===== src/hw/rtl/fcd_pkg.sv =====
// Shared types, constants and calendar tables for the fixed-calendar date unit.
package fcd_pkg;

  // Command codes.
  localparam logic [1:0] CMD_ADD  = 2'd0;
  localparam logic [1:0] CMD_SUB  = 2'd1;
  localparam logic [1:0] CMD_DIFF = 2'd2;

  // Status codes.
  localparam logic [1:0] ST_OK    = 2'd0;
  localparam logic [1:0] ST_BAD   = 2'd1;
  localparam logic [1:0] ST_RANGE = 2'd2;

  localparam int DAYS_PER_YEAR = 365;

  // Length of a month, indexed by month number 1..12; other codes give zero.
  function automatic logic [4:0] month_len(input logic [3:0] m);
    logic [4:0] r;
    begin
      case (m)
        4'd2: r = 5'd28;
        4'd4, 4'd6, 4'd9, 4'd11: r = 5'd30;
        4'd1, 4'd3, 4'd5, 4'd7, 4'd8, 4'd10, 4'd12: r = 5'd31;
        default: r = 5'd0;
      endcase
      return r;
    end
  endfunction

  // Days in the months before month m (1..12).
  function automatic logic [8:0] month_cum(input logic [3:0] m);
    logic [8:0] r;
    begin
      case (m)
        4'd1: r = 9'd0;    4'd2: r = 9'd31;   4'd3: r = 9'd59;
        4'd4: r = 9'd90;   4'd5: r = 9'd120;  4'd6: r = 9'd151;
        4'd7: r = 9'd181;  4'd8: r = 9'd212;  4'd9: r = 9'd243;
        4'd10: r = 9'd273; 4'd11: r = 9'd304; 4'd12: r = 9'd334;
        default: r = 9'd0;
      endcase
      return r;
    end
  endfunction

  // Month of a zero-based day of year (0..364).
  function automatic logic [3:0] doy_month(input logic [8:0] doy);
    logic [3:0] r;
    begin
      r = 4'd1;
      for (int k = 2; k <= 12; k++) begin
        if (doy >= month_cum(4'(k))) r = 4'(k);
      end
      return r;
    end
  endfunction

  // Checks passed from the front stage.
  typedef struct packed {
    logic       vld;
    logic [1:0] cmd;
    logic [1:0] status;
  } fcd_ctl_t;

endpackage


===== src/hw/rtl/fixed_calendar_date_alu.sv =====
// Top level of the fixed-calendar date unit.
// Five-stage pipeline (check and serialise, offset add, year divide, remainder fix,
// month lookup); one request enters per cycle when the output is free, and each
// result is registered at each stage in that order. The depth is set
// by the reciprocal multiply that splits a serial day into year and day of year.
module fixed_calendar_date_alu import fcd_pkg::*; #(
  parameter int OFFSET_WIDTH = 16,
  parameter int YEAR_MAX     = 9999
) (
  input  logic        clk,
  input  logic        rst,
  input  logic        in_valid,
  output logic        in_ready,
  input  logic [1:0]  command,
  input  logic [4:0]  day,
  input  logic [3:0]  month,
  input  logic [13:0] year,
  input  logic [15:0] offset_days,
  input  logic [4:0]  other_day,
  input  logic [3:0]  other_month,
  input  logic [13:0] other_year,
  output logic        out_valid,
  input  logic        out_ready,
  output logic [4:0]  result_day,
  output logic [3:0]  result_month,
  output logic [13:0] result_year,
  output logic signed [22:0] day_difference,
  output logic        is_equal,
  output logic        is_less,
  output logic        is_greater,
  output logic [1:0]  status
);

  localparam int OW = (OFFSET_WIDTH < 16) ? OFFSET_WIDTH : 16;
  localparam int SW = 41;

  logic adv;
  assign adv = !out_valid || out_ready;
  assign in_ready = adv;

  // Stage 1: checks and serial days.
  logic [1:0]  st1_w;
  logic [23:0] sa_w, sb_w;
  fcd_serial #(.YEAR_MAX(YEAR_MAX)) u_serial (
    .command, .day, .month, .year, .other_day, .other_month, .other_year,
    .status(st1_w), .serial_a(sa_w), .serial_b(sb_w));

  fcd_ctl_t c1, c2, c3, c4;
  logic [23:0] sa1, sb1;
  logic [15:0] off1;
  logic [4:0]  d1, d2, d3, d4;
  logic [3:0]  m1, m2, m3, m4;
  logic [13:0] y1, y2, y3, y4;

  always_ff @(posedge clk) begin
    if (rst) c1.vld <= 1'b0;
    else if (adv) c1.vld <= in_valid;
    if (adv) begin
      c1.cmd <= command; c1.status <= st1_w;
      sa1 <= sa_w; sb1 <= sb_w;
      off1 <= offset_days & 16'((17'd1 << OW) - 17'd1);
      d1 <= day; m1 <= month; y1 <= year;
    end
  end

  // Stage 2: offset arithmetic and the difference.
  logic signed [SW-1:0] s2;
  logic signed [24:0]   dv2;
  always_ff @(posedge clk) begin
    if (rst) c2.vld <= 1'b0;
    else if (adv) c2.vld <= c1.vld;
    if (adv) begin
      c2.cmd <= c1.cmd; c2.status <= c1.status;
      d2 <= d1; m2 <= m1; y2 <= y1;
      s2 <= (c1.cmd == CMD_ADD) ? SW'(sa1) + SW'(off1) : SW'(sa1) - SW'(off1);
      dv2 <= $signed({1'b0, sa1}) - $signed({1'b0, sb1});
    end
  end

  // Stage 3: year by reciprocal multiply; a negative serial day is flagged later.
  logic [15:0] q_w;
  logic [15:0] q3;
  logic signed [SW-1:0] s3;
  logic signed [24:0] dv3;
  fcd_split u_split (.serial(s2[40] ? 24'd0 : s2[23:0]), .quot_est(q_w));
  always_ff @(posedge clk) begin
    if (rst) c3.vld <= 1'b0;
    else if (adv) c3.vld <= c2.vld;
    if (adv) begin
      c3.cmd <= c2.cmd; c3.status <= c2.status;
      d3 <= d2; m3 <= m2; y3 <= y2;
      q3 <= q_w; s3 <= s2; dv3 <= dv2;
    end
  end

  // Stage 4: day of year as the remainder, and the negative-day flag.
  logic [24:0] rem_w;
  logic [8:0]  doy4;
  logic [15:0] yr4;
  logic        neg4;
  logic signed [24:0] dv4;
  always_comb begin
    rem_w = 25'(s3[23:0]) - 25'(q3) * 25'(DAYS_PER_YEAR);
  end
  always_ff @(posedge clk) begin
    if (rst) c4.vld <= 1'b0;
    else if (adv) c4.vld <= c3.vld;
    if (adv) begin
      c4.cmd <= c3.cmd; c4.status <= c3.status;
      d4 <= d3; m4 <= m3; y4 <= y3;
      doy4 <= rem_w[8:0]; yr4 <= q3; neg4 <= s3[40]; dv4 <= dv3;
    end
  end

  // Stage 5: month lookup and result assembly.
  logic [3:0]  mo_w;
  logic [4:0]  result_day_next;
  logic [3:0]  result_month_next;
  logic [13:0] result_year_next;
  logic signed [22:0] day_difference_next;
  logic        is_equal_next, is_less_next, is_greater_next;
  logic [1:0]  status_next;
  assign mo_w = doy_month(doy4);
  always_comb begin
    result_day_next     = d4;
    result_month_next   = m4;
    result_year_next    = y4;
    day_difference_next = '0;
    is_equal_next       = 1'b0;
    is_less_next        = 1'b0;
    is_greater_next     = 1'b0;
    status_next         = c4.status;
    if (c4.status == ST_OK) begin
      if (c4.cmd == CMD_ADD || c4.cmd == CMD_SUB) begin
        if (neg4 || 32'(yr4) > 32'(YEAR_MAX)) status_next = ST_RANGE;
        else begin
          result_year_next  = yr4[13:0];
          result_month_next = mo_w;
          result_day_next   = 5'(doy4 - month_cum(mo_w) + 9'd1);
        end
      end else if (c4.cmd == CMD_DIFF) begin
        if (dv4 > 25'sd4194303) day_difference_next = 23'sh3FFFFF;
        else if (dv4 < -25'sd4194304) day_difference_next = 23'sh400000;
        else day_difference_next = dv4[22:0];
        is_equal_next   = dv4 == 25'sd0;
        is_less_next    = dv4 < 25'sd0;
        is_greater_next = dv4 > 25'sd0;
      end
    end
  end
  always_ff @(posedge clk) begin
    if (rst) out_valid <= 1'b0;
    else if (adv) out_valid <= c4.vld;
    if (adv) begin
      result_day <= result_day_next; result_month <= result_month_next;
      result_year <= result_year_next;
      day_difference <= day_difference_next;
      is_equal <= is_equal_next; is_less <= is_less_next; is_greater <= is_greater_next;
      status <= status_next;
    end
  end

  // At most one comparison flag is raised.
  a_flags: assert property (@(posedge clk) disable iff (rst)
    out_valid |-> $onehot0({is_equal, is_less, is_greater})) else $error("flags clash");
  // Flags only with good status.
  a_stat: assert property (@(posedge clk) disable iff (rst)
    out_valid && status != ST_OK |-> !is_equal && !is_less && !is_greater)
    else $error("flags with bad status");
  // A stalled result holds.
  a_hold: assert property (@(posedge clk) disable iff (rst)
    out_valid && !out_ready |=> $stable(day_difference) && $stable(status))
    else $error("result changed in stall");

endmodule


===== src/hw/rtl/fcd_serial.sv =====
// Front stage: date checks and conversion of both dates to serial days.
module fcd_serial import fcd_pkg::*; #(
  parameter int YEAR_MAX = 9999
) (
  input  logic [1:0]  command,
  input  logic [4:0]  day,
  input  logic [3:0]  month,
  input  logic [13:0] year,
  input  logic [4:0]  other_day,
  input  logic [3:0]  other_month,
  input  logic [13:0] other_year,
  output logic [1:0]  status,
  output logic [23:0] serial_a,
  output logic [23:0] serial_b
);

  logic ok_a, ok_b, yr_a, yr_b;

  // Validity of each date and its year range, the serial days and the status.
  always_comb begin
    ok_a = (month >= 4'd1) && (month <= 4'd12) && (day >= 5'd1) && (day <= month_len(month));
    ok_b = (other_month >= 4'd1) && (other_month <= 4'd12) && (other_day >= 5'd1)
           && (other_day <= month_len(other_month));
    yr_a = 32'(year) <= 32'(YEAR_MAX);
    yr_b = 32'(other_year) <= 32'(YEAR_MAX);
    serial_a = 24'(year) * 24'(DAYS_PER_YEAR) + 24'(month_cum(month)) + 24'(day) - 24'd1;
    serial_b = 24'(other_year) * 24'(DAYS_PER_YEAR) + 24'(month_cum(other_month))
               + 24'(other_day) - 24'd1;
    status = ST_OK;
    if (command == CMD_ADD || command == CMD_SUB) begin
      if (!ok_a) status = ST_BAD;
      else if (!yr_a) status = ST_RANGE;
    end else if (command == CMD_DIFF) begin
      if (!ok_a || !ok_b) status = ST_BAD;
      else if (!yr_a || !yr_b) status = ST_RANGE;
    end
  end

endmodule


===== src/hw/rtl/fcd_split.sv =====
// Back stage: serial day to year by reciprocal multiplication.
module fcd_split import fcd_pkg::*; (
  input  logic [23:0] serial,
  output logic [15:0] quot_est
);

  // floor(s/365) = s * ceil(2^33/365) >> 33, exact for every s below 2^24.
  localparam logic [24:0] RECIP = 25'd23534068;
  logic [48:0] prod;

  always_comb begin
    prod     = 49'(serial) * 49'(RECIP);
    quot_est = prod[48:33];
  end

endmodule

===== config.mk =====
export PLATFORM = sky130hd
export DESIGN_NAME = fixed_calendar_date_alu
export DESIGN_NICKNAME = d
export VERILOG_FILES = /design/src/hw/rtl/fcd_pkg.sv /design/src/hw/rtl/fixed_calendar_date_alu.sv /design/src/hw/rtl/fcd_serial.sv /design/src/hw/rtl/fcd_split.sv
export SDC_FILE = /design/constraint.sdc
export NUM_CORES = 2
export LEC_CHECK = 0
export ABC_AREA = 1
export BUFFER_PORTS_ARGS = -buffer_cell sky130_fd_sc_hd__buf_2
export CAP_MARGIN = 20
export CORE_ASPECT_RATIO = 0.75
export CORE_MARGIN = 10
export CORE_UTILIZATION = 40
export CTS_BUF_LIST = sky130_fd_sc_hd__clkbuf_8
export DETAILED_ROUTE_END_ITERATION = 10
export PLACE_DENSITY = 0.66
export SLEW_MARGIN = 25
export SYNTH_ARGS = -nofsm -noshare
export SYNTH_HDL_FRONTEND = slang
export SYNTH_SLANG_ARGS = --single-unit
export TNS_END_PERCENT = 1

===== constraint.sdc =====
create_clock -name clk -period 25.1 [get_ports clk]
set_clock_uncertainty 0.15 [all_clocks]
set_input_delay 3.765 -clock clk [delete_from_list [all_inputs] [get_ports clk]]
set_output_delay 3.765 -clock clk [all_outputs]
set_load 0.01 [all_outputs]

# Yosys cells after proc, flatten, opt, wreduce, memory -nomap -nowiden
# Memories as Yosys holds them, arrays and structs flattened.
# Index checks and enable logic that the tools add are counted.
# op_classes
n_addsub	12
n_mul	4
magnitude_cmp	26
n_eq_ne	4
muxes	36
bitwise	2
reduce_logical	24
# ops
operator	count
$mux 4	13
$add 23x9->24	2
$add 24x5->24	2
$sub 24x1->24 const B	2
$mul 24x23->47 const B	1
$mul 14x9->23 const B	2
$mux 14	3
$mux 41	1
$ge 9x8->1 const B	4
$mux 5	6
$le 14x14->1 const B	2
$ge 9x9->1 const B	3
$add 24x16->25	1
$gt 25x1->1 const B	1
$gt 25x23->1 const B	1
$logic_not 25->1	1
$lt 25x1->1 const B	1
$lt 25x23->1 const B	1
$sub 24x16->25	1
$sub 24x24->25	1
$mux 24	1
$mux 23	1
$mux 22	1
$mux 2	10
other kinds (21)	46
# word_totals
ff_bits	427
rom_bits	592
wordCells	159
n_memories	5
# memory_table
memory	words	word_bits	rd	rd_ports_with_merged_regs	write_ports	line_no	source
(name not given)	16	9	1	0	0	fcd_pkg.sv:34	case (m)
(name not given)	16	9	1	0	0	fcd_pkg.sv:34	
(name not given)	16	9	1	0	0	fcd_pkg.sv:34	
(name not given)	16	5	1	0	0	fcd_pkg.sv:20	case (m)
(name not given)	16	5	1	0	0	fcd_pkg.sv:20	

# Longest topological paths before layout
# An unclocked memory read counts as a cell.
# logic_depth
depth_word	21
depth_mapped	34
ltp_nobuf	32

# Cells and area by module
# From an unflattened synthesis, not the netlist that was laid out.
# unflattened
hier_cells	4218
hier_area_um2	38364.3
# by_module_without_submodules
mod	instances	cells_each	area_each_um2	seq_area_each_um2
fixed_calendar_date_alu	1	1472	17606.9	11360.9
fcd_split	1	1415	11260.8	0.0
fcd_serial	1	1331	9496.6	0.0

# Worst setup path after synthesis
# No wires, ideal clock.
# synth_path
kind	in2out
from	in out_ready
to	out in_ready
arrival_ns	11.201
t_required_ns	21.185
setup_slack_ns	9.984
path_stages	2
path_buffers	0
cell_sequence	nor2_1 inv_1
# synth_between
elab_chain_len	1
# synth_lines
element	line_no	source
from (decl)	fixed_calendar_date_alu.sv:23	input logic out_ready,
$logic_or 1x1->1	fixed_calendar_date_alu.sv:38	assign adv = !out_valid || out_ready;
to (decl)	fixed_calendar_date_alu.sv:13	output logic in_ready,
# No other way between the ends.

# Final worst setup path
# Same ends and word-level chain as after synthesis.

==> results by group <==
Detailed routing
  – Routed wire length: ~94 mm
  – Routed len/inst: about 18 microns
  – Remaining antenna violation count: 0
  – Via count: 25088
  – Starting DRT DRC Count: 2133
  – Via/cell ratio: 4.91
  – Pre-antenna DRT Iters: 5
  – Residual DRC count: 0

Floorplanning
  – Chip Width: 369 microns
  – Starting Density: 0.405
  – Core footprint: 0.0900 sq mm
  – DIE HEIGHT: 282 microns
  – # rows: 95
  – Die area: slightly above 0.1 sq mm
  – IO Count: 121

Min path
  – Hold Crit Class: register to register

Clock network
  – Clock sink count: 380
  – CTS root buffer: clkbuf_8
  – Post_cts resized: 0
  – CTS tree: done
  – Clock buffer depth: 3
  – CTS hold repair buffers: 0
  – CTS HTree Levels: 2
  – Clk_lat worst skew: approximately 0.64 ns
  – Clock slew seen by the registers of the worst setup and hold paths: 0.09 ns
  – TritonCTS Buffers: 55
  – Setup Buffers After CTS: 0

Setup path
  – Crit Path Category: input pin to output pin
  – Crit path capture type: output pin
  – Critical path arrival: between 4 and 5 ns
  – CP startpoint kind: input pin
  – CP Max Fanout: 116
  – CP required: 21.18 ns

Final layout
  – Nets@finish: ~4800
  – Antenna diodes: 0
  – Layout cells sized above 1: 0.0682
  – Fillers: 8634
  – Syn-to-layout area delta: 8.86%

Global route
  – Grt ovf: 0
  – First-pass GRT wire length: 145 mm
  – Met1 Use GR: 0.275
  – GR peak layer: met1
  – GR Util met2: 0.241
  – Met3 Track Usage GR: 0.0602
  – Tot GR Track Use: 0.178
  – Vias in the first global route: 24913
  – Initial antenna violation count: 4
  – Largest net degree at the start of global routing: 187

STA
  – Fmax achieved: 112 MHz
  – Max Slew Vio Count: 0
  – Tmin final: 8.91 ns
  – Final period util: 0.355
  – Setup TNS: 0 ns
  – Hold Fails Final Rpt: 0
  – Setup violations, final: 0
  – Worst-Margin Slew: 1.02 ns
  – Unrepaired setup endpoints after global routing: false
  – Relative slew slack: 0.315

Logic synthesis
  – Synth Area per Inst: between 9 and 10 sq um
  – Post-Synth Adder-Cell Area: 0.383
  – Syn_nets: 4663
  – Primary FF master, synth: edfxtp_1
  – #FFs+latches synth: 380
  – Post-Synth Simple-Gate Area: 0.104
  – Cell variety after synth: 60
  – Post-synthesis xor/xnor area fraction: 0.0334
  – Mapped Cells: 3704
  – Asr flop ratio synth: 0
  – Post-synthesis mux area share: 0.000274
  – EDFF count, synth: around 380
  – Largest family of logic cells by synthesized area: adder cells
  – Compound-Gate Fraction of Synth Area: 0.0733
  – Ys Warns: 0
  – Sequential fraction of the synthesis area: 0.311
  – Synth Cell Area: 0.0365 sq mm

Placed design
  – Port Buffer Count: 120
  – Dpl hpwl: 79.7 mm
  – Placer Congestion: 0.957

Run status
  – Status: finished, final reports clean

Run
  – Max_cap viols: 0
[routing by layer]
| layer | part of all wire | vias up |
|---|---|---|
| li1 | - | 12187 |
| met1 | 0.50 | 11980 |
| met2 | 0.39 | 833 |
| met3 | 0.10 | 86 |
| met4 | 0.013 | 2 |
| met5 | 0.00014 | - |
[final timing paths]
path                         from         endpoint  slack, ns  cells past startpoint
min reg2reg       y2[7]$_DFFE_PP_  y3[7]$_DFFE_PP_       0.25                      0
min               y2[7]$_DFFE_PP_  y3[7]$_DFFE_PP_       0.25                      0
max reg2reg  s2[39]$_SDFFCE_PP0P_  q3[6]$_DFFE_PP_      17.38                     22
max                     out_ready         in_ready      16.19                      4
[registers in the layout (all words and copies together) (netlist names), 9 cells and up]
register	flops
dv2	25
dv3	25
dv4	25
s2	25
sa1	24
sb1	24
day_difference	23
off1	16
q3	16
yr4	16
result_year	14
y1	14
y2	14
y3	14
y4	14
s3	10
doy4	9
[critical path, stage by stage]
cell and delay [ns]:
buf_2 0.09, nor2_1 0.48, inv_8 0.38, buf_2 0.27
[layout make-up]
class | instances | area (sq um) | area share
Clock buffer | 55 | 757 | 0.0191
Clock inverter | 45 | 394 | 0.00992
Inverter | 880 | 3310 | 0.0834
Multi-Input combinational cell | 2411 | 21700 | 0.546
Sequential cell | 380 | 11400 | 0.286
Tap cell | 1212 | 1520 | 0.0382
Timing Repair Buffer | 127 | 706 | 0.0178
[cells in the final DEF (no fill, tap or decap), types with 55 or more instances in the layout]
master    instances
a21oi_1         191
buf_2           120
clkbuf_8         55
edfxtp_1        375
fa_1            374
ha_1            517
inv_1           856
nand2_1         470
nand3_1          95
nor2_1          247
o21ai_0         111
xor2_1           95
[cell families (layout without fill, tap and decap cells)]
| kind of cell | Yosys count | count (layout) |
|---|---|---|
| buffers and inverters | 913 | 1107 |
| AND/OR/NAND/NOR | 912 | 912 |
| adder cells (fa/ha/maj) | 891 | 891 |
| AO/OA/AOI/OAI | 468 | 468 |
| flip-flops | 380 | 380 |
| XOR/XNOR | 139 | 139 |
| multiplexers | 1 | 1 |
[per-stage QoR]
stage / std cells / setup WS (ns) / util / hold slack (ns) / cell area (sq um)
4_1_cts: 5108 / 16.12 / 0.441 / 0.251 / 39700
6_report: 5110 / 16.19 / 0.441 / 0.245 / 39700
2_1_floorplan: 3704 / 9.98 / - / 0.250 / 36500
5_1_grt: 5110 / 16.04 / 0.441 / 0.269 / 39700
3_5_place_dp: 5008 / 16.12 / 0.428 / 0.255 / 38500
3_3_place_gp: 5008 / 16.18 / 0.428 / 0.251 / 38500
[synth_stat cells (2+ instances only)]
library cell | instances | area (sq um)
a211oi_1 | 5 | 37.5
a21boi_0 | 6 | 45.0
a21boi_1 | 4 | 30.0
a21o_1 | 23 | 173
a21oi_1 | 191 | 956
a21oi_2 | 2 | 17.5
a221oi_1 | 3 | 26.3
a311oi_1 | 3 | 26.3
a31oi_1 | 24 | 150
buf_2 | 14 | 70.1
clkbuf_1 | 17 | 63.8
dfxtp_1 | 5 | 100
edfxtp_1 | 375 | 11300
fa_1 | 374 | 7490
ha_1 | 517 | 6470
inv_1 | 853 | 3200
inv_2 | 25 | 93.8
nand2_1 | 470 | 1760
nand2_2 | 6 | 37.5
nand3_1 | 95 | 475
nand4_1 | 24 | 150
nor2_1 | 247 | 927
nor2_2 | 3 | 18.8
nor3_1 | 30 | 150
nor3b_1 | 2 | 15.0
nor4_1 | 18 | 113
nor4_2 | 3 | 37.5
o211ai_1 | 5 | 37.5
o21a_1 | 6 | 45.0
o21ai_0 | 111 | 556
o21ai_1 | 41 | 205
o21ai_2 | 7 | 61.3
o21bai_1 | 14 | 105
o221ai_1 | 4 | 35.0
o22ai_1 | 3 | 18.8
o31ai_1 | 6 | 45.0
or2_2 | 8 | 50.1
xnor2_1 | 44 | 385
xor2_1 | 95 | 832
Power is not shown: default switching activity piles up to over one toggle a cycle in this logic, so the estimate is an artifact.
